**config.mk**
```make
export PLATFORM = sky130hd
export DESIGN_NAME = priority_voice_allocator_unit
export DESIGN_NICKNAME = d
export VERILOG_FILES = /design/src/design/pva_pkg.sv /design/src/design/pva_table.sv /design/src/design/pva_scan.sv /design/src/design/priority_voice_allocator_unit.sv
export SDC_FILE = /design/constraint.sdc
export NUM_CORES = 1
export LEC_CHECK = 0
export BUFFER_PORTS_ARGS = -buffer_cell sky130_fd_sc_hd__clkbuf_2
export CAP_MARGIN = 20
export CORE_MARGIN = 5
export CORE_UTILIZATION = 45
export DETAILED_ROUTE_END_ITERATION = 10
export PLACE_DENSITY = 0.71
export SETUP_SLACK_MARGIN = 0.5
export SLEW_MARGIN = 20
export SYNTH_ARGS = -nofsm -noshare
export SYNTH_HDL_FRONTEND = slang
export SYNTH_HIERARCHICAL = 1
export SYNTH_SLANG_ARGS = --single-unit
```
**constraint.sdc**
```tcl
create_clock -name i_clk -period 15.1 [get_ports i_clk]
set_input_delay 0.755 -clock i_clk [delete_from_list [all_inputs] [get_ports i_clk]]
set_output_delay 0.755 -clock i_clk [all_outputs]
set_load 0.03 [all_outputs]
```
**src/design/pva_pkg.sv**
```systemverilog
`default_nettype none

package pva_pkg;

    localparam int VOICES    = 16;
    localparam int PRIO_BITS = 8;
    localparam int ID_BITS   = 16;

    localparam int ACT_W  = 2;
    localparam int STS_W  = 3;
    localparam int CFG_W  = 5;
    localparam int SLOT_W = $clog2(VOICES);
    localparam int CNT_W  = $clog2(VOICES + 1);
    localparam int AGE_W  = SLOT_W;

    localparam int IN_PAY_W    = PRIO_BITS + 1 + ID_BITS;
    localparam int IN_TDATA_W  = ((IN_PAY_W + 7) / 8) * 8;
    localparam int OUT_PAY_W   = ID_BITS + SLOT_W;
    localparam int OUT_TDATA_W = ((OUT_PAY_W + 7) / 8) * 8;

    localparam logic [CFG_W-1:0]  CFG_RESET = CFG_W'(16);
    localparam logic [SLOT_W-1:0] SLOT_LAST = SLOT_W'(VOICES - 1);

    typedef enum logic [ACT_W-1:0] {
        ACT_PLAY  = 2'd0,
        ACT_STOP  = 2'd1,
        ACT_CLEAR = 2'd2,
        ACT_TRIM  = 2'd3
    } t_action;

    typedef enum logic [STS_W-1:0] {
        STS_GRANTED  = 3'd0,
        STS_REJECTED = 3'd1,
        STS_EVICTED  = 3'd2,
        STS_REMOVED  = 3'd3,
        STS_UNKNOWN  = 3'd4,
        STS_CLEARED  = 3'd5,
        STS_TRIMMED  = 3'd6
    } t_status;

    typedef enum logic [2:0] {
        S_IDLE,
        S_SCAN,
        S_DECIDE,
        S_DROP,
        S_GRANT,
        S_REPLY
    } t_state;

    // One table entry as seen on the read port.
    typedef struct packed {
        logic                 valid;
        logic [ID_BITS-1:0]   id;
        logic                 loop;
        logic [PRIO_BITS-1:0] prio;
        logic [AGE_W-1:0]     age;
    } t_entry;

    // Control from the sequencer to the scan unit.
    typedef struct packed {
        logic                 start;
        logic                 step;
        logic                 stop_mode;
        logic [ID_BITS-1:0]   vid;
        logic [SLOT_W-1:0]    idx;
    } t_scan_ctl;

    // Running result of a scan: best candidate and lowest free slot.
    typedef struct packed {
        logic                 have;
        logic [SLOT_W-1:0]    slot;
        logic [ID_BITS-1:0]   id;
        logic                 loop;
        logic [PRIO_BITS-1:0] prio;
        logic [AGE_W-1:0]     age;
        logic                 free_have;
        logic [SLOT_W-1:0]    free_slot;
    } t_best;

    // Update command for the voice table.
    typedef struct packed {
        logic                 ins;
        logic                 rm;
        logic                 clr;
        logic [SLOT_W-1:0]    slot;
        logic [AGE_W-1:0]     rm_age;
        logic [ID_BITS-1:0]   id;
        logic                 loop;
        logic [PRIO_BITS-1:0] prio;
    } t_tbl_cmd;

    // Effective voice limit: zero acts as one, large values saturate.
    function automatic logic [CNT_W-1:0] f_limit(input logic [CFG_W-1:0] m);
        if (m == '0) begin
            return CNT_W'(1);
        end else if (int'(m) > VOICES) begin
            return CNT_W'(VOICES);
        end else begin
            return CNT_W'(m);
        end
    endfunction

endpackage

`default_nettype wire

```
**src/design/pva_table.sv**
```systemverilog
`default_nettype none

module pva_table
    import pva_pkg::*;
(
    input  wire logic              i_clk,
    input  wire logic              i_rst_n,
    input  wire t_tbl_cmd          i_cmd,
    input  wire logic [SLOT_W-1:0] i_rd_idx,
    output t_entry                 o_ent,
    output logic [CNT_W-1:0]       o_count
);

    logic                 r_valid [VOICES];
    logic [ID_BITS-1:0]   r_id    [VOICES];
    logic                 r_loop  [VOICES];
    logic [PRIO_BITS-1:0] r_prio  [VOICES];
    logic [AGE_W-1:0]     r_age   [VOICES];
    logic [CNT_W-1:0]     r_count;

    always_ff @(posedge i_clk) begin
        if (!i_rst_n) begin
            for (int i = 0; i < VOICES; i++) r_valid[i] <= 1'b0;
            r_count <= '0;
        end else begin
            for (int i = 0; i < VOICES; i++) begin
                if (i_cmd.clr) begin
                    r_valid[i] <= 1'b0;
                end else if ((i_cmd.ins || i_cmd.rm) && i_cmd.slot == SLOT_W'(i)) begin
                    r_valid[i] <= i_cmd.ins;
                end
            end
            if (i_cmd.clr) begin
                r_count <= '0;
            end else if (i_cmd.ins) begin
                r_count <= r_count + CNT_W'(1);
            end else if (i_cmd.rm) begin
                r_count <= r_count - CNT_W'(1);
            end
        end
    end

    // A new voice is the youngest; a removal closes the gap in the age order.
    always_ff @(posedge i_clk) begin
        for (int i = 0; i < VOICES; i++) begin
            if (i_cmd.ins && i_cmd.slot == SLOT_W'(i)) begin
                r_id[i]   <= i_cmd.id;
                r_loop[i] <= i_cmd.loop;
                r_prio[i] <= i_cmd.prio;
                r_age[i]  <= r_count[AGE_W-1:0];
            end else if (i_cmd.rm && r_valid[i] && r_age[i] > i_cmd.rm_age) begin
                r_age[i]  <= r_age[i] - AGE_W'(1);
            end
        end
    end

    always_comb begin
        o_ent.valid = r_valid[i_rd_idx];
        o_ent.id    = r_id[i_rd_idx];
        o_ent.loop  = r_loop[i_rd_idx];
        o_ent.prio  = r_prio[i_rd_idx];
        o_ent.age   = r_age[i_rd_idx];
    end

    assign o_count = r_count;

endmodule

`default_nettype wire

```
**src/design/pva_scan.sv**
```systemverilog
`default_nettype none

module pva_scan
    import pva_pkg::*;
(
    input  wire logic      i_clk,
    input  wire logic      i_rst_n,
    input  wire t_scan_ctl i_ctl,
    input  wire t_entry    i_ent,
    output t_best          o_best
);

    logic                 r_have;
    logic [SLOT_W-1:0]    r_slot;
    logic [ID_BITS-1:0]   r_id;
    logic                 r_loop;
    logic [PRIO_BITS-1:0] r_prio;
    logic [AGE_W-1:0]     r_age;
    logic                 r_free_have;
    logic [SLOT_W-1:0]    r_free_slot;

    logic better;
    logic take;
    logic free_take;

    // Victim order: non-looping first, then lower priority, then older.
    always_comb begin
        if (i_ent.loop != r_loop) begin
            better = !i_ent.loop;
        end else if (i_ent.prio != r_prio) begin
            better = i_ent.prio < r_prio;
        end else begin
            better = i_ent.age < r_age;
        end
        if (i_ctl.stop_mode) begin
            take = i_ent.valid && (i_ent.id == i_ctl.vid) && (!r_have || i_ent.age < r_age);
        end else begin
            take = i_ent.valid && (!r_have || better);
        end
        free_take = !i_ent.valid && !r_free_have;
    end

    always_ff @(posedge i_clk) begin
        if (!i_rst_n) begin
            r_have      <= 1'b0;
            r_free_have <= 1'b0;
        end else if (i_ctl.start) begin
            r_have      <= 1'b0;
            r_free_have <= 1'b0;
        end else if (i_ctl.step) begin
            if (take) r_have <= 1'b1;
            if (free_take) r_free_have <= 1'b1;
        end
    end

    always_ff @(posedge i_clk) begin
        if (i_ctl.step && take) begin
            r_slot <= i_ctl.idx;
            r_id   <= i_ent.id;
            r_loop <= i_ent.loop;
            r_prio <= i_ent.prio;
            r_age  <= i_ent.age;
        end
        if (i_ctl.step && free_take) begin
            r_free_slot <= i_ctl.idx;
        end
    end

    always_comb begin
        o_best.have      = r_have;
        o_best.slot      = r_slot;
        o_best.id        = r_id;
        o_best.loop      = r_loop;
        o_best.prio      = r_prio;
        o_best.age       = r_age;
        o_best.free_have = r_free_have;
        o_best.free_slot = r_free_slot;
    end

endmodule

`default_nettype wire

```
**src/design/priority_voice_allocator_unit.sv**
```systemverilog
// Priority voice allocator: keeps a table of active voices and steals the
// most disposable voice when the limit is reached.
// Input channel (s_axis): tuser carries the action (play, stop, clear, trim),
// tdata carries priority, loop flag and voice id. Output channel (m_axis):
// tuser carries the status, tdata the result id and slot, and tlast marks
// the final result caused by one input transfer.
// Each input is handled one at a time by a sequencer around a single scan
// unit that visits one table slot per cycle. A play takes a full pass over
// the 16 slots, as do a stop of a nonzero id and a trim above the limit,
// and each voice evicted by trim takes one more pass. Clear and trivial
// requests skip the scan. The scan pass length is what sets the rate. Each
// result is written to a registered output stage once its producing state
// may emit; that stage holds it, so a new input is accepted while the last
// result still waits.
// If the receiver stalls, the sequencer waits in its current step until
// the output register frees up; no result is dropped.
// Reset empties the table, sets the next id to one and the limit to 16.
// The limit register may be written only while the block is idle.
`default_nettype none

module priority_voice_allocator_unit
    import pva_pkg::*;
(
    input  wire logic                   i_clk,
    input  wire logic                   i_rst_n,
    input  wire logic                   i_cfg_wen,
    input  wire logic [CFG_W-1:0]       i_cfg_wdata,
    input  wire logic                   s_axis_tvalid,
    output logic                        s_axis_tready,
    // Fields from bit 0: priority_req, looping, voice_id, zero fill.
    input  wire logic [IN_TDATA_W-1:0]  s_axis_tdata,
    // Fields from bit 0: action.
    input  wire logic [ACT_W-1:0]       s_axis_tuser,
    output logic                        m_axis_tvalid,
    input  wire logic                   m_axis_tready,
    // Fields from bit 0: result_id, slot, zero fill.
    output logic [OUT_TDATA_W-1:0]      m_axis_tdata,
    // Fields from bit 0: status.
    output logic [STS_W-1:0]            m_axis_tuser,
    output logic                        m_axis_tlast
);

    t_state               r_state, n_state;
    logic [CFG_W-1:0]     r_max_voices;
    t_action              r_act;
    logic [PRIO_BITS-1:0] r_prio;
    logic                 r_loop;
    logic [ID_BITS-1:0]   r_vid;
    t_status              r_rep;
    logic [SLOT_W-1:0]    r_idx;
    logic                 r_evicted;
    logic [ID_BITS-1:0]   r_next_id;
    logic [ID_BITS-1:0]   n_next_id;

    logic                 r_out_valid;
    t_status              r_out_status;
    logic [ID_BITS-1:0]   r_out_id;
    logic [SLOT_W-1:0]    r_out_slot;
    logic                 r_out_last;

    // Decoded input fields.
    t_action              in_act;
    logic [PRIO_BITS-1:0] in_prio;
    logic                 in_loop;
    logic [ID_BITS-1:0]   in_vid;
    logic                 in_xfer;

    logic [CNT_W-1:0]     lim;
    logic [CNT_W-1:0]     count;
    logic                 out_free;
    logic                 need_evict;
    logic                 grant_have;
    logic [SLOT_W-1:0]    grant_slot;

    t_entry               ent;
    t_best                best;
    t_scan_ctl            scan_ctl;
    t_tbl_cmd             tbl_cmd;

    // Sequencer outputs.
    logic                 emit;
    t_status              emit_status;
    logic [ID_BITS-1:0]   emit_id;
    logic [SLOT_W-1:0]    emit_slot;
    logic                 emit_last;
    logic                 rep_load;
    t_status              rep_val;
    logic                 set_evicted;

    assign in_act  = t_action'(s_axis_tuser);
    assign in_prio = s_axis_tdata[PRIO_BITS-1:0];
    assign in_loop = s_axis_tdata[PRIO_BITS];
    assign in_vid  = s_axis_tdata[PRIO_BITS+1 +: ID_BITS];
    assign in_xfer = s_axis_tvalid && s_axis_tready;

    assign lim        = f_limit(r_max_voices);
    assign out_free   = !r_out_valid || m_axis_tready;
    assign need_evict = (count >= lim) && (count != '0);

    // After an eviction the freed slot competes with the lowest free slot.
    always_comb begin
        grant_have = best.free_have || r_evicted;
        if (r_evicted && (!best.free_have || best.slot < best.free_slot)) begin
            grant_slot = best.slot;
        end else begin
            grant_slot = best.free_slot;
        end
    end

    // Ids count up and skip zero when they wrap.
    always_comb begin
        n_next_id = r_next_id + ID_BITS'(1);
        if (n_next_id == '0) n_next_id = ID_BITS'(1);
    end

    pva_table u_table (
        .i_clk    (i_clk),
        .i_rst_n  (i_rst_n),
        .i_cmd    (tbl_cmd),
        .i_rd_idx (r_idx),
        .o_ent    (ent),
        .o_count  (count)
    );

    pva_scan u_scan (
        .i_clk   (i_clk),
        .i_rst_n (i_rst_n),
        .i_ctl   (scan_ctl),
        .i_ent   (ent),
        .o_best  (best)
    );

    // Next-state logic.
    always_comb begin
        n_state = r_state;
        unique case (r_state)
            S_IDLE: begin
                if (in_xfer) begin
                    unique case (in_act)
                        ACT_PLAY:  n_state = S_SCAN;
                        ACT_STOP:  n_state = (in_vid == '0) ? S_REPLY : S_SCAN;
                        ACT_CLEAR: n_state = S_REPLY;
                        ACT_TRIM:  n_state = (count > lim) ? S_SCAN : S_REPLY;
                        default:   n_state = S_IDLE;
                    endcase
                end
            end
            S_SCAN: begin
                if (r_idx == SLOT_LAST) n_state = S_DECIDE;
            end
            S_DECIDE: begin
                unique case (r_act)
                    ACT_PLAY: begin
                        if (!need_evict) begin
                            n_state = S_GRANT;
                        end else if (!best.have || best.loop || best.prio > r_prio) begin
                            n_state = S_REPLY;
                        end else begin
                            n_state = S_DROP;
                        end
                    end
                    ACT_STOP: n_state = best.have ? S_DROP : S_REPLY;
                    ACT_TRIM: n_state = (best.have && !best.loop) ? S_DROP : S_REPLY;
                    default:  n_state = S_REPLY;
                endcase
            end
            S_DROP: begin
                if (out_free) begin
                    unique case (r_act)
                        ACT_PLAY: n_state = S_GRANT;
                        ACT_TRIM: begin
                            n_state = ((count - CNT_W'(1)) > lim) ? S_SCAN : S_REPLY;
                        end
                        default:  n_state = S_IDLE;
                    endcase
                end
            end
            S_GRANT: begin
                if (out_free) n_state = S_IDLE;
            end
            S_REPLY: begin
                if (out_free) n_state = S_IDLE;
            end
            default: n_state = S_IDLE;
        endcase
    end

    // Output logic of the sequencer.
    always_comb begin
        s_axis_tready      = 1'b0;
        scan_ctl.start     = 1'b0;
        scan_ctl.step      = 1'b0;
        scan_ctl.stop_mode = (r_act == ACT_STOP);
        scan_ctl.vid       = r_vid;
        scan_ctl.idx       = r_idx;
        tbl_cmd.ins        = 1'b0;
        tbl_cmd.rm         = 1'b0;
        tbl_cmd.clr        = 1'b0;
        tbl_cmd.slot       = best.slot;
        tbl_cmd.rm_age     = best.age;
        tbl_cmd.id         = r_next_id;
        tbl_cmd.loop       = r_loop;
        tbl_cmd.prio       = r_prio;
        emit               = 1'b0;
        emit_status        = r_rep;
        emit_id            = '0;
        emit_slot          = '0;
        emit_last          = 1'b1;
        rep_load           = 1'b0;
        rep_val            = r_rep;
        set_evicted        = 1'b0;
        unique case (r_state)
            S_IDLE: begin
                s_axis_tready  = 1'b1;
                scan_ctl.start = in_xfer;
                rep_load       = in_xfer;
                unique case (in_act)
                    ACT_STOP:  rep_val = STS_UNKNOWN;
                    ACT_CLEAR: rep_val = STS_CLEARED;
                    ACT_TRIM:  rep_val = STS_TRIMMED;
                    default:   rep_val = STS_REJECTED;
                endcase
            end
            S_SCAN: begin
                scan_ctl.step = 1'b1;
            end
            S_DECIDE: begin
                // The reply code for play and stop was set at acceptance.
                rep_load = 1'b0;
            end
            S_DROP: begin
                if (out_free) begin
                    emit           = 1'b1;
                    emit_status    = (r_act == ACT_STOP) ? STS_REMOVED : STS_EVICTED;
                    emit_id        = best.id;
                    emit_slot      = best.slot;
                    emit_last      = (r_act == ACT_STOP);
                    tbl_cmd.rm     = 1'b1;
                    set_evicted    = (r_act == ACT_PLAY);
                    scan_ctl.start = (r_act == ACT_TRIM);
                end
            end
            S_GRANT: begin
                tbl_cmd.slot = grant_slot;
                if (out_free) begin
                    emit = 1'b1;
                    if (grant_have) begin
                        emit_status = STS_GRANTED;
                        emit_id     = r_next_id;
                        emit_slot   = grant_slot;
                        tbl_cmd.ins = 1'b1;
                    end else begin
                        emit_status = STS_REJECTED;
                    end
                end
            end
            S_REPLY: begin
                if (out_free) begin
                    emit        = 1'b1;
                    tbl_cmd.clr = (r_rep == STS_CLEARED);
                end
            end
            default: begin
                emit = 1'b0;
            end
        endcase
    end

    // Control registers.
    always_ff @(posedge i_clk) begin
        if (!i_rst_n) begin
            r_state      <= S_IDLE;
            r_max_voices <= CFG_RESET;
            r_next_id    <= ID_BITS'(1);
            r_evicted    <= 1'b0;
            r_idx        <= '0;
            r_out_valid  <= 1'b0;
        end else begin
            r_state <= n_state;
            if (i_cfg_wen) r_max_voices <= i_cfg_wdata;
            if (tbl_cmd.ins) r_next_id <= n_next_id;
            if (in_xfer) begin
                r_evicted <= 1'b0;
            end else if (set_evicted) begin
                r_evicted <= 1'b1;
            end
            if (scan_ctl.start) begin
                r_idx <= '0;
            end else if (scan_ctl.step) begin
                r_idx <= (r_idx == SLOT_LAST) ? '0 : r_idx + SLOT_W'(1);
            end
            if (emit) begin
                r_out_valid <= 1'b1;
            end else if (m_axis_tready) begin
                r_out_valid <= 1'b0;
            end
        end
    end

    // Request fields and output payload.
    always_ff @(posedge i_clk) begin
        if (in_xfer) begin
            r_act  <= in_act;
            r_prio <= in_prio;
            r_loop <= in_loop;
            r_vid  <= in_vid;
        end
        if (rep_load) r_rep <= rep_val;
        if (emit) begin
            r_out_status <= emit_status;
            r_out_id     <= emit_id;
            r_out_slot   <= emit_slot;
            r_out_last   <= emit_last;
        end
    end

    assign m_axis_tvalid = r_out_valid;
    assign m_axis_tdata  = OUT_TDATA_W'({r_out_slot, r_out_id});
    assign m_axis_tuser  = r_out_status;
    assign m_axis_tlast  = r_out_last;

endmodule

`default_nettype wire

```
==> reports/results.txt, run 1 <==
Die area - 66,810 um^2
Cell mode on critical path - buf_4
Final Hold Vio Count - 0
Post-cts sizing count - 0
Max VDD drop - 0.00009370 V
CP Launch Point - r_idx[0]
Synth top area cells - edfxtp_1 61%, mux4_2 9.7%, ha_1 5.5%
PD cells - 130.6 nW/um^2
Pre-antenna DRT Iters - 5
Vias - 15,980
CTS root buffer - clkbuf_16
Fmax achieved - 0.1815 GHz
Outcome - complete, no violations
R2R cell count - 10
Leakage - 10.72 nW
Critical path's top delay family - compound AO/OA/AOI/OAI gates
Post-synth EDFFs - 562
Global-route wire length before repair - 99.22 mm
Mean routed wirelength per cell - 24.79 um
RSZ-0062 raised after global routing - no
Share of cells above drive strength 1 - 0.2118
Antenna diodes - 0
Cells after Synth - 1,729
TritonCTS buffer count - 59
CP cell instances - buf_4 -> mux4_2 -> a22oi_1 -> nand2_1 -> xnor2_1 -> nand4_1 -> o41ai_2 -> nand3_1 -> a41oi_4 -> buf_4
Drt total wl - 65.70 mm
Hold_sp - s_axis_tdata[10]
Setup_tns - 0 ns
Tmin final - 5.511 ns
Simple-gate portion of the synthesized area - 0.07011
Vias in the first global route - 16,280
XOR/XNOR Fraction of Synth Area - 0.02238
Setup Buffers After CTS - 0
Synth top area share - 0.6074
Pwr Total - 4.055 mW
Crit. End Element - flop
Tot GR Track Use - 0.1938
Register area share after synthesis - 0.6405
GRT overflow - 0
Adder-Cell Fraction of Synth Area - 0.05566
Port Buffer Count - 62
CTS clock-pin slew for the worst setup and hold paths - 0.06 ns
R2R Setup Slk - 9.59 ns
Worst min-delay path class - primary input to flop
Starting DRT DRC Count - 1,486
Synth unique cells - 78
# setup viols final - 0
Pin count of the biggest net entering global routing - 71
Die extent in y - 258.5 um
WP depth - 10
Worst setup path class - flop to flop
Most numerous cell in the Yosys netlist - edfxtp_1
Synth Warn # - 6
Setup Skew - 0.04594 ns
Async SR Flop Fraction - 0
CP bufs+invs - 2
Fillers - 5,015
Top FF cell, synth - edfxtp_1
Crit share post-route - 0.3650
Initial antenna violation count - 0
Chip Width - 258.5 um
Startpoint class of the critical path - flop
Initial core utilization - 0.4519
Max cap viols - 0
Post-DP HPWL - 39.13 mm
Vias per inst - 6.031
Largest family of logic cells by synthesized area - multiplexers
Worst-skew pair later-pin latency - 0.64 ns
Core area - 61,480 um^2
Commonest cells post-synth - 562 x edfxtp_1, 122 x ha_1, 120 x mux4_2, 83 x inv_1, 77 x nand2_1
Total I/O pin count - 74
Worst Path Required - 15.37 ns
# rows - 91
Slew margin rel. - 0.2415
Synth Area per Inst - 16.07 um^2
Min-Delay Path Depth - 1
Crit path DAT - 5.78 ns
CTS tree - yes
Portion of netlist area occupied by mux cells - 0.1264
Top cell type by total area after synthesis - edfxtp_1
Max Root-Sink Buffers - 3
CP endpoint - u_scan/r_slot[2]
Compound-Gate Fraction of Synth Area - 0.05985
Hold WS - 0.3079 ns
Seq cells post-synth - 608
Synth-to-layout area growth - 11.73%
R2r startpoint - r_idx[0]
RD Place Congestion - 0.8602
Syn Std Cell Area - 27,790 um^2
Critical path peak fanout - 47
Antenna viol nets, final - 0
Htree depth - 2
DR DRC count - 0
Crit path largest cell delay - 0.95 ns
Slowest CP cell - dfxtp_4
Nets@finish - 1,978
Clock sinks - 608
Slew Limit Fails - 0
R2r endpoint - u_scan/r_slot[2]
Hold buffers post-CTS - 0
Worst-Margin Slew - 1.138 ns
## final cells by class
class,instances,area [um^2],area share
clock buffers,67,1506,0.04852
flip-flops and latches,608,17800,0.5735
inverters,91,349.1,0.01124
repair buffers,90,520.5,0.01677
multi-input cells,961,9403,0.3029
well taps,790,988.4,0.03184
clock inverters,43,474.2,0.01527
## worst min-delay path by stage
stage	endpoint	slack, ns
2_1_floorplan	r_max_voices[0]	0.46
3_3_place_gp	u_table/r_valid[3]	0.49
3_5_place_dp	r_max_voices[0]	0.49
4_1_cts	r_vid[3]	0.27
5_1_grt	r_vid[1]	0.28
6_report	r_vid[1]	0.31
## state kept, by name (all words and copies together) (netlist names), 3 cells and up
| register | count |
|---|---|
| u_table/r_age | 64 |
| r_out_slot | 4 |
| r_vid | 16 |
| u_table/r_id | 256 |
| u_scan/r_id | 16 |
| r_rep | 3 |
| r_idx | 4 |
| u_scan/r_free_slot | 4 |
| r_out_id | 16 |
| u_scan/r_slot | 4 |
| r_prio | 8 |
| r_state | 3 |
| u_table/r_valid | 16 |
| u_scan/r_prio | 8 |
| r_next_id | 16 |
| r_max_voices | 5 |
| u_scan/r_age | 4 |
| u_table/r_prio | 128 |
| m_axis_tuser | 3 |
| u_table/o_count | 5 |
| u_table/r_loop | 16 |
## power breakdown
part	switching [mW]	leakage, nW	internal, mW	total, mW
sequential	0.0745	5.54	1.93	2.00
clock	0.630	0.966	0.872	1.50
combinational	0.313	4.21	0.239	0.551
total	1.02	10.7	3.04	4.05
## stage by stage
stage                     worst slack, ns  cells  instance area [um^2]  utilization
after floorplan                     10.14   1732                 27800            -
after global placement              9.537   2540                 29070       0.4727
after detailed placement            9.528   2540                 29070       0.4727
after CTS                           9.469   2650                 31050       0.5049
after global routing                9.107   2650                 31050       0.5049
final                               9.589   2650                 31050       0.5049
## cell families (layout without fill, tap and decap cells)
family	count (synthesis)	after routing
adders and majority gates	123	123
other	1	4
and+or+nand+nor	336	336
xor gates and xnor gates	71	71
DFF	608	608
muxes	194	194
AOI/OAI and AO/OA	233	233
buffers and inverters	163	291
## layout by cell type (no fill, tap or decap), types with 13 or more instances in the layout
cell type    n
mux2i_1     37
nor2_1      43
o211ai_1    13
nor3_1      30
edfxtp_1   562
nand2b_1    14
o21ai_0     32
inv_1       83
xnor2_1     27
xor2_1      44
a22oi_1     61
clkbuf_16   59
mux4_2     120
nand2_1     77
clkinv_1    17
clkinv_2    14
nor2b_1     15
a211oi_1    13
clkbuf_2    62
a22o_1      19
a21oi_1     40
mux2_2      31
buf_4       28
nand3_1     29
a21o_1      18
dfxtp_1     44
nand4_1     33
ha_1       122
## routing by layer
layer | global-route usage | vias up | wire [um]
met5 | 0 | - | 0
met4 | 0.06109 | 0 | 2087
met3 | 0.02874 | 125 | 4613
met2 | 0.3238 | 582 | 32030
met1 | 0.2655 | 8241 | 26980
li1 | - | 7034 | -
## worst register-to-register path: stages (launching register included)
cell and delay (ns):
dfxtp_4 0.95, buf_4 0.87, mux4_2 0.68, a22oi_1 0.22
nand2_1 0.18, xnor2_1 0.19, nand4_1 0.13, o41ai_2 0.59
nand3_1 0.26, a41oi_4 0.65, buf_4 0.43
(Power assumes the default switching activity.)
==> run 2, diff against run 1 <==
==> constraint.sdc (replaced) <==
create_clock -name i_clk -period 5.73 [get_ports i_clk]
set_input_delay 0.2865 -clock i_clk [delete_from_list [all_inputs] [get_ports i_clk]]
set_output_delay 0.2865 -clock i_clk [all_outputs]
set_load 0.03 [all_outputs]
==> reports/results.txt, run 2 (synthesis results as in run 1) <==
RD Place Congestion - 0.8626 (+0.28%)
Vias per inst - 5.991 (-0.66%)
Max cap viols - 0 (unchanged)
Crit path DAT - 4.65 ns (-1.13 ns)
Max VDD drop - 0.0002086 V (+120%)
Initial core utilization - 0.4519 (unchanged)
Placed cells - 2,545 (+0.20%)
Mean routed wirelength per cell - 24.37 um (-1.7%)
RSZ-0062 raised after global routing - no
# setup viols final - 0 (unchanged)
Drt total wl - 65.42 mm (-0.43%)
CTS clock-pin slew for the worst setup and hold paths - 0.05 ns (about the same)
Met2 wire len - 32.05 mm (about the same)
Core area - 61,480 um^2 (unchanged)
Pre-antenna DRT Iters - 8 (+3)
Post-DP HPWL - 40.69 mm (+4.0%)
Tot GR Track Use - 0.1933 (-0.0005515)
Setup_tns - 0 ns (unchanged)
Max reg flops - 256 (unchanged)
Worst Path Required - 6.03 ns (-9.34 ns)
Top reg by flops - u_table/r_id
Tmin final - 4.347 ns (-1.164 ns)
Most frequent cells in the layout - 562 x edfxtp_1, 122 x ha_1, 120 x mux4_2, 83 x inv_1, 77 x nand2_1
Chip Width - 258.5 um (unchanged)
Htree depth - 2 (unchanged)
Fmax achieved - 0.2301 GHz (+27%)
Port Buffer Count - 62 (unchanged)
Share of cells above drive strength 1 - 0.2107 (-0.001163)
Worst-Margin Slew - 1.025 ns (-0.1132 ns)
Uppermost layer routed - met4
Leakage - 10.89 nW (+1.6%)
Slew margin rel. - 0.3169 (+0.07545)
GRT overflow - 0 (unchanged)
Max Root-Sink Buffers - 3 (unchanged)
Global-route wire length before repair - 99.40 mm (+0.19%)
Hold WS - 0.07533 ns (-0.2326 ns)
Total I/O pin count - 74 (unchanged)
PD cells - 340.2 nW/um^2 (+160%)
Met3 WL post-DR - 4.716 mm (+2.2%)
Outcome - complete, no violations
Synth-to-layout area growth - 13.34%
Die area - 66,810 um^2 (unchanged)
Final Hold Vio Count - 0 (unchanged)
Top Registers - u_table/r_id (256), u_table/r_prio (128), u_table/r_age (64)
Starting DRT DRC Count - 1,527 (+2.8%)
Slew Limit Fails - 0 (unchanged)
CTS root buffer - clkbuf_16
Antenna viol nets, final - 0 (unchanged)
Worst setup path class - flop to flop
Clock sinks - 608 (unchanged)
Commonest non-fill, non-tap cell in the layout - edfxtp_1
Setup Skew - 0.04937 ns (+0.003431 ns)
Nets@finish - 2,017 (+2.0%)
Final Cell Area - 31,490 um^2 (+1.4%)
Pin count of the biggest net entering global routing - 40 (-44%)
DR DRC count - 0 (unchanged)
Placed cell areas - 29,180 um^2 (+0.39%)
Vias - 16,090 (+0.66%)
Fillers - 4,946 (-1.4%)
Startpoint class of the critical path - flop
Vias in the first global route - 16,540 (+1.6%)
Worst min-delay path class - primary input to flop
Post-Layout Cell Count - 2,685 (+1.3%)
Wire length on met1 - 26.63 mm (-1.3%)
CTS tree - yes
Crit. End Element - flop
Initial antenna violation count - 1 (+1)
Critical path peak fanout - 24 (-49%)
# rows - 91 (unchanged)
Die extent in y - 258.5 um (unchanged)
Worst-skew pair later-pin latency - 0.64 ns (about the same)
Crit share post-route - 0.7586 (+0.3936)
TritonCTS buffer count - 60 (+1.7%)
## run 2: cell count changes in the layout (fill, tap and decap cells not counted), sizes merged
cell	before	now
diode	0	1
inv	88	87
clkinvlp	3	4
buf	28	33
clkinv	34	24
bufinv	9	7
dlygate4sd3	0	33
clkbuf	129	137
## run 2: repair_timing
| action | in CTS | in global routing |
|---|---|---|
| buffers inserted | 0 | 0 |
| hold endpoints to repair | 33 | 0 |
| hold buffers | 33 | 0 |
| gates resized for setup | 0 | 0 |
## run 2: area by class of cell
class	instances	area, um^2	share of cell area
Antenna cell	1	2.502	0.00007946
Clock buffer	75	1589	0.05046
Clock inverter	31	390.4	0.01240
Inverter	91	349.1	0.01109
Multi-Input combinational cell	961	9404	0.2986
Sequential cell	608	17800	0.5654
Tap cell	790	988.4	0.03139
Timing Repair Buffer	128	963.4	0.03059
## run 2: worst paths after layout
| path | from | end | slack (ns) | cells after the start |
|---|---|---|---|---|
| min reg2reg | u_table/r_valid[2] | u_table/r_valid[2] | 0.52 | 2 |
| min | i_cfg_wen | r_max_voices[2] | 0.08 | 3 |
| max | r_idx[0] | u_scan/r_slot[2] | 1.38 | 11 |
| max reg2reg | r_idx[0] | u_scan/r_slot[2] | 1.38 | 11 |
## run 2: per-layer routing
layer	up-vias	track usage
met2	670	0.3174
met5	-	0
met3	126	0.03605
met4	0	0.06153
met1	8200	0.2645
li1	7091	-
## run 2: where the power goes
group          switching (mW)  internal (mW)  total, mW  leakage (nW)
Clock                    1.65           2.28       3.93         0.953
Sequential              0.181           5.08       5.26          5.54
Combinational           0.863          0.660       1.52          4.39
## run 2: through the flow
step / power [mW] / setup WS, ns / utilization
after global placement: 6.803 / 1.283 / 0.4746
after global routing: 11.14 / 1.005 / 0.5122
final: 10.71 / 1.383 / 0.5122
after floorplan: 6.414 / 0.7744 / -
after CTS: 10.80 / 1.364 / 0.5121
after detailed placement: 6.862 / 1.372 / 0.4746
## run 2: worst max-delay path, cell delays in order (launching register included)
cell	delay, ns
dfxtp_4	0.62
buf_4	0.41
mux4_2	0.54
a22oi_1	0.24
nand2_1	0.13
ha_1	0.35
a21oi_1	0.16
nand2_1	0.08
a2111oi_0	0.40
o21ai_0	0.30
a41oi_4	0.52
buf_12	0.26
==> run 3, diff against run 2 <==
--- a/config.mk
+++ b/config.mk
@@ -10,7 +10,7 @@
 export CORE_MARGIN = 5
 export CORE_UTILIZATION = 45
 export DETAILED_ROUTE_END_ITERATION = 10
-export PLACE_DENSITY = 0.71
+export PLACE_DENSITY = 0.73
 export SETUP_SLACK_MARGIN = 0.5
 export SLEW_MARGIN = 20
 export SYNTH_ARGS = -nofsm -noshare
==> constraint.sdc (replaced) <==
create_clock -name i_clk -period 3.5 [get_ports i_clk]
set_input_delay 0.175 -clock i_clk [delete_from_list [all_inputs] [get_ports i_clk]]
set_output_delay 0.175 -clock i_clk [all_outputs]
set_load 0.03 [all_outputs]
==> reports/results.txt, run 3 (synthesis results as in run 1) <==
CP bufs+invs - 5 (+3)
Crit. End Element - flop
Mean routed wirelength per cell - 26.32 um (+8.0%)
Startpoint class of the critical path - flop
Starting DRT DRC Count - 2,033 (+33%)
Fmax achieved - 0.2795 GHz (+21%)
Initial antenna violation count - 0 (-1)
Fillers - 4,569 (-7.6%)
Core area - 61,480 um^2 (unchanged)
Multi-input gate area - 9962 um^2 (+5.9%)
Global-route wire length before repair - 106.1 mm (+6.7%)
CP cell instances - buf_12 -> buf_16 -> mux4_2 -> a22oi_1 -> nand2_1 -> xnor2_1 -> nand4_1 -> o41ai_2 -> buf_4 -> nand3_4 -> a41oi_4 -> buf_6 -> clkbuf_16
Critical path peak fanout - 9 (-63%)
Antenna viol nets, final - 0 (unchanged)
Max Root-Sink Buffers - 3 (unchanged)
Commonest non-fill, non-tap cell in the layout - edfxtp_1
Max VDD drop - 0.0003777 V (+81%)
RD Place Congestion - 0.8490 (-1.6%)
Vias in the first global route - 17,460 (+5.6%)
Htree depth - 2 (unchanged)
CTS tree - yes
Crit path largest cell delay - 0.53 ns (-0.09 ns)
Antenna diodes - 0 (-1)
Post-DP HPWL - 41.99 mm (+3.2%)
Final Cell Area - 34,440 um^2 (+9.4%)
Synth-to-layout area growth - 23.95%
Pin count of the biggest net entering global routing - 32 (-20%)
Pre-antenna DRT Iters - 6 (-2)
Post-Layout Cell Count - 2,863 (+6.6%)
Share of cells above drive strength 1 - 0.3140 (+0.1034)
Placed cell areas - 29,890 um^2 (+2.4%)
Most frequent cells in the layout - 562 x edfxtp_1, 120 x mux4_2, 118 x ha_1, 110 x buf_4, 82 x inv_1
Setup_tns - -1.476 ns (-1.476 ns)
Die extent in y - 258.5 um (unchanged)
Initial core utilization - 0.4519 (unchanged)
Crit path DAT - 3.90 ns (-0.75 ns)
Worst Path Required - 3.83 ns (-2.20 ns)
Outcome - complete, but fails checks
TritonCTS buffer count - 61 (+1.7%)
Worst min-delay path class - primary input to flop
Vias - 17,420 (+8.3%)
Setup Skew - 0.04716 ns (-0.002214 ns)
# setup viols final - 33 (+33)
Final Hold Vio Count - 0 (unchanged)
Vias per inst - 6.083 (+1.5%)
Total I/O pin count - 74 (unchanged)
# rows - 91 (unchanged)
Placed cells - 2,596 (+2.0%)
Tot GR Track Use - 0.2069 (+0.01361)
Failing checks - setup timing
Tmin final - 3.578 ns (-0.7688 ns)
Post-route setup slack - -0.07790 ns (-1.461 ns)
Clock sinks - 608 (unchanged)
Worst setup path class - flop to flop
GRT overflow - 0 (unchanged)
Leakage - 12.21 nW (+12%)
Top Registers - u_table/r_id (256), u_table/r_prio (128), u_table/r_age (64)
Slowest CP cell - mux4_2
Die area - 66,810 um^2 (unchanged)
FF/Latch Area - 17,810 um^2 (about the same)
Max reg flops - 256 (unchanged)
Drt total wl - 75.36 mm (+15%)
PD cells - 544.3 nW/um^2 (+60%)
Nets@finish - 2,188 (+8.5%)
Worst-skew pair later-pin latency - 0.65 ns (about the same)
Max cap viols - 0 (unchanged)
Critical path's top delay family - buffers and inverters
Crit share post-route - 1.022 (+0.2637)
CTS root buffer - clkbuf_16
Chip Width - 258.5 um (unchanged)
Top reg by flops - u_table/r_id
Slew Limit Fails - 0 (unchanged)
Slew margin rel. - 0.3815 (+0.06461)
Port Buffer Count - 62 (unchanged)
CTS clock-pin slew for the worst setup and hold paths - 0.06 ns (about the same)
Worst-Margin Slew - 0.9264 ns (-0.09818 ns)
DR DRC count - 0 (unchanged)
RSZ-0062 raised after global routing - yes
## run 3: power by group
group	internal, mW	switching [mW]
registers	8.32	0.221
clock network	3.93	2.84
logic	1.63	1.80
## run 3: what timing repair did
item	4_1_cts	5_1_grt
setup buffers	40	51
endpoints found under the hold margin	38	0
setup endpoints to repair	507	395
pin swaps	20	50
hold buffers	40	0
cloned	7	14
gates resized for setup	57	103
## run 3: routing by layer
layer  vias up  wire length [um]  track usage
li1       7438                 -            -
met1      8863             28090       0.2691
met2       951             37710       0.3497
met3       164              7005      0.04082
met4         0              2561      0.07407
met5         -                 0            0
## run 3: final cells by class
cell class / instances / area share
inverters: 91 / 0.01104
repair inverters: 1 / 0.0002543
well taps: 790 / 0.02870
repair buffers: 297 / 0.09297
flip-flops and latches: 608 / 0.5170
multi-input cells: 961 / 0.2893
clock buffers: 67 / 0.04589
clock inverters: 48 / 0.01486
## run 3: metrics by stage
stage	hold slack, ns	setup WS, ns	power [mW]	utilization
6_report	0.08872	-0.07790	18.75	0.5601
2_1_floorplan	0.2739	0.008742	10.62	-
3_3_place_gp	0.3556	0.009015	11.27	0.4861
4_1_cts	0.02332	0.07456	18.40	0.5401
3_5_place_dp	0.3590	-0.1636	11.36	0.4861
5_1_grt	0.07562	-0.1489	19.35	0.5601
## run 3: worst paths after layout
| kind | endpoint | slack (ns) | cells after the start | startpoint |
|---|---|---|---|---|
| worst max-delay path | u_scan/r_loop | -0.08 | 13 | r_idx[0] |
| worst min-delay path | r_next_id[5] | 0.09 | 2 | i_rst_n |
| worst max register to register | u_scan/r_loop | -0.08 | 13 | r_idx[0] |
| worst min register to register | u_table/r_valid[5] | 0.52 | 2 | u_table/r_valid[5] |
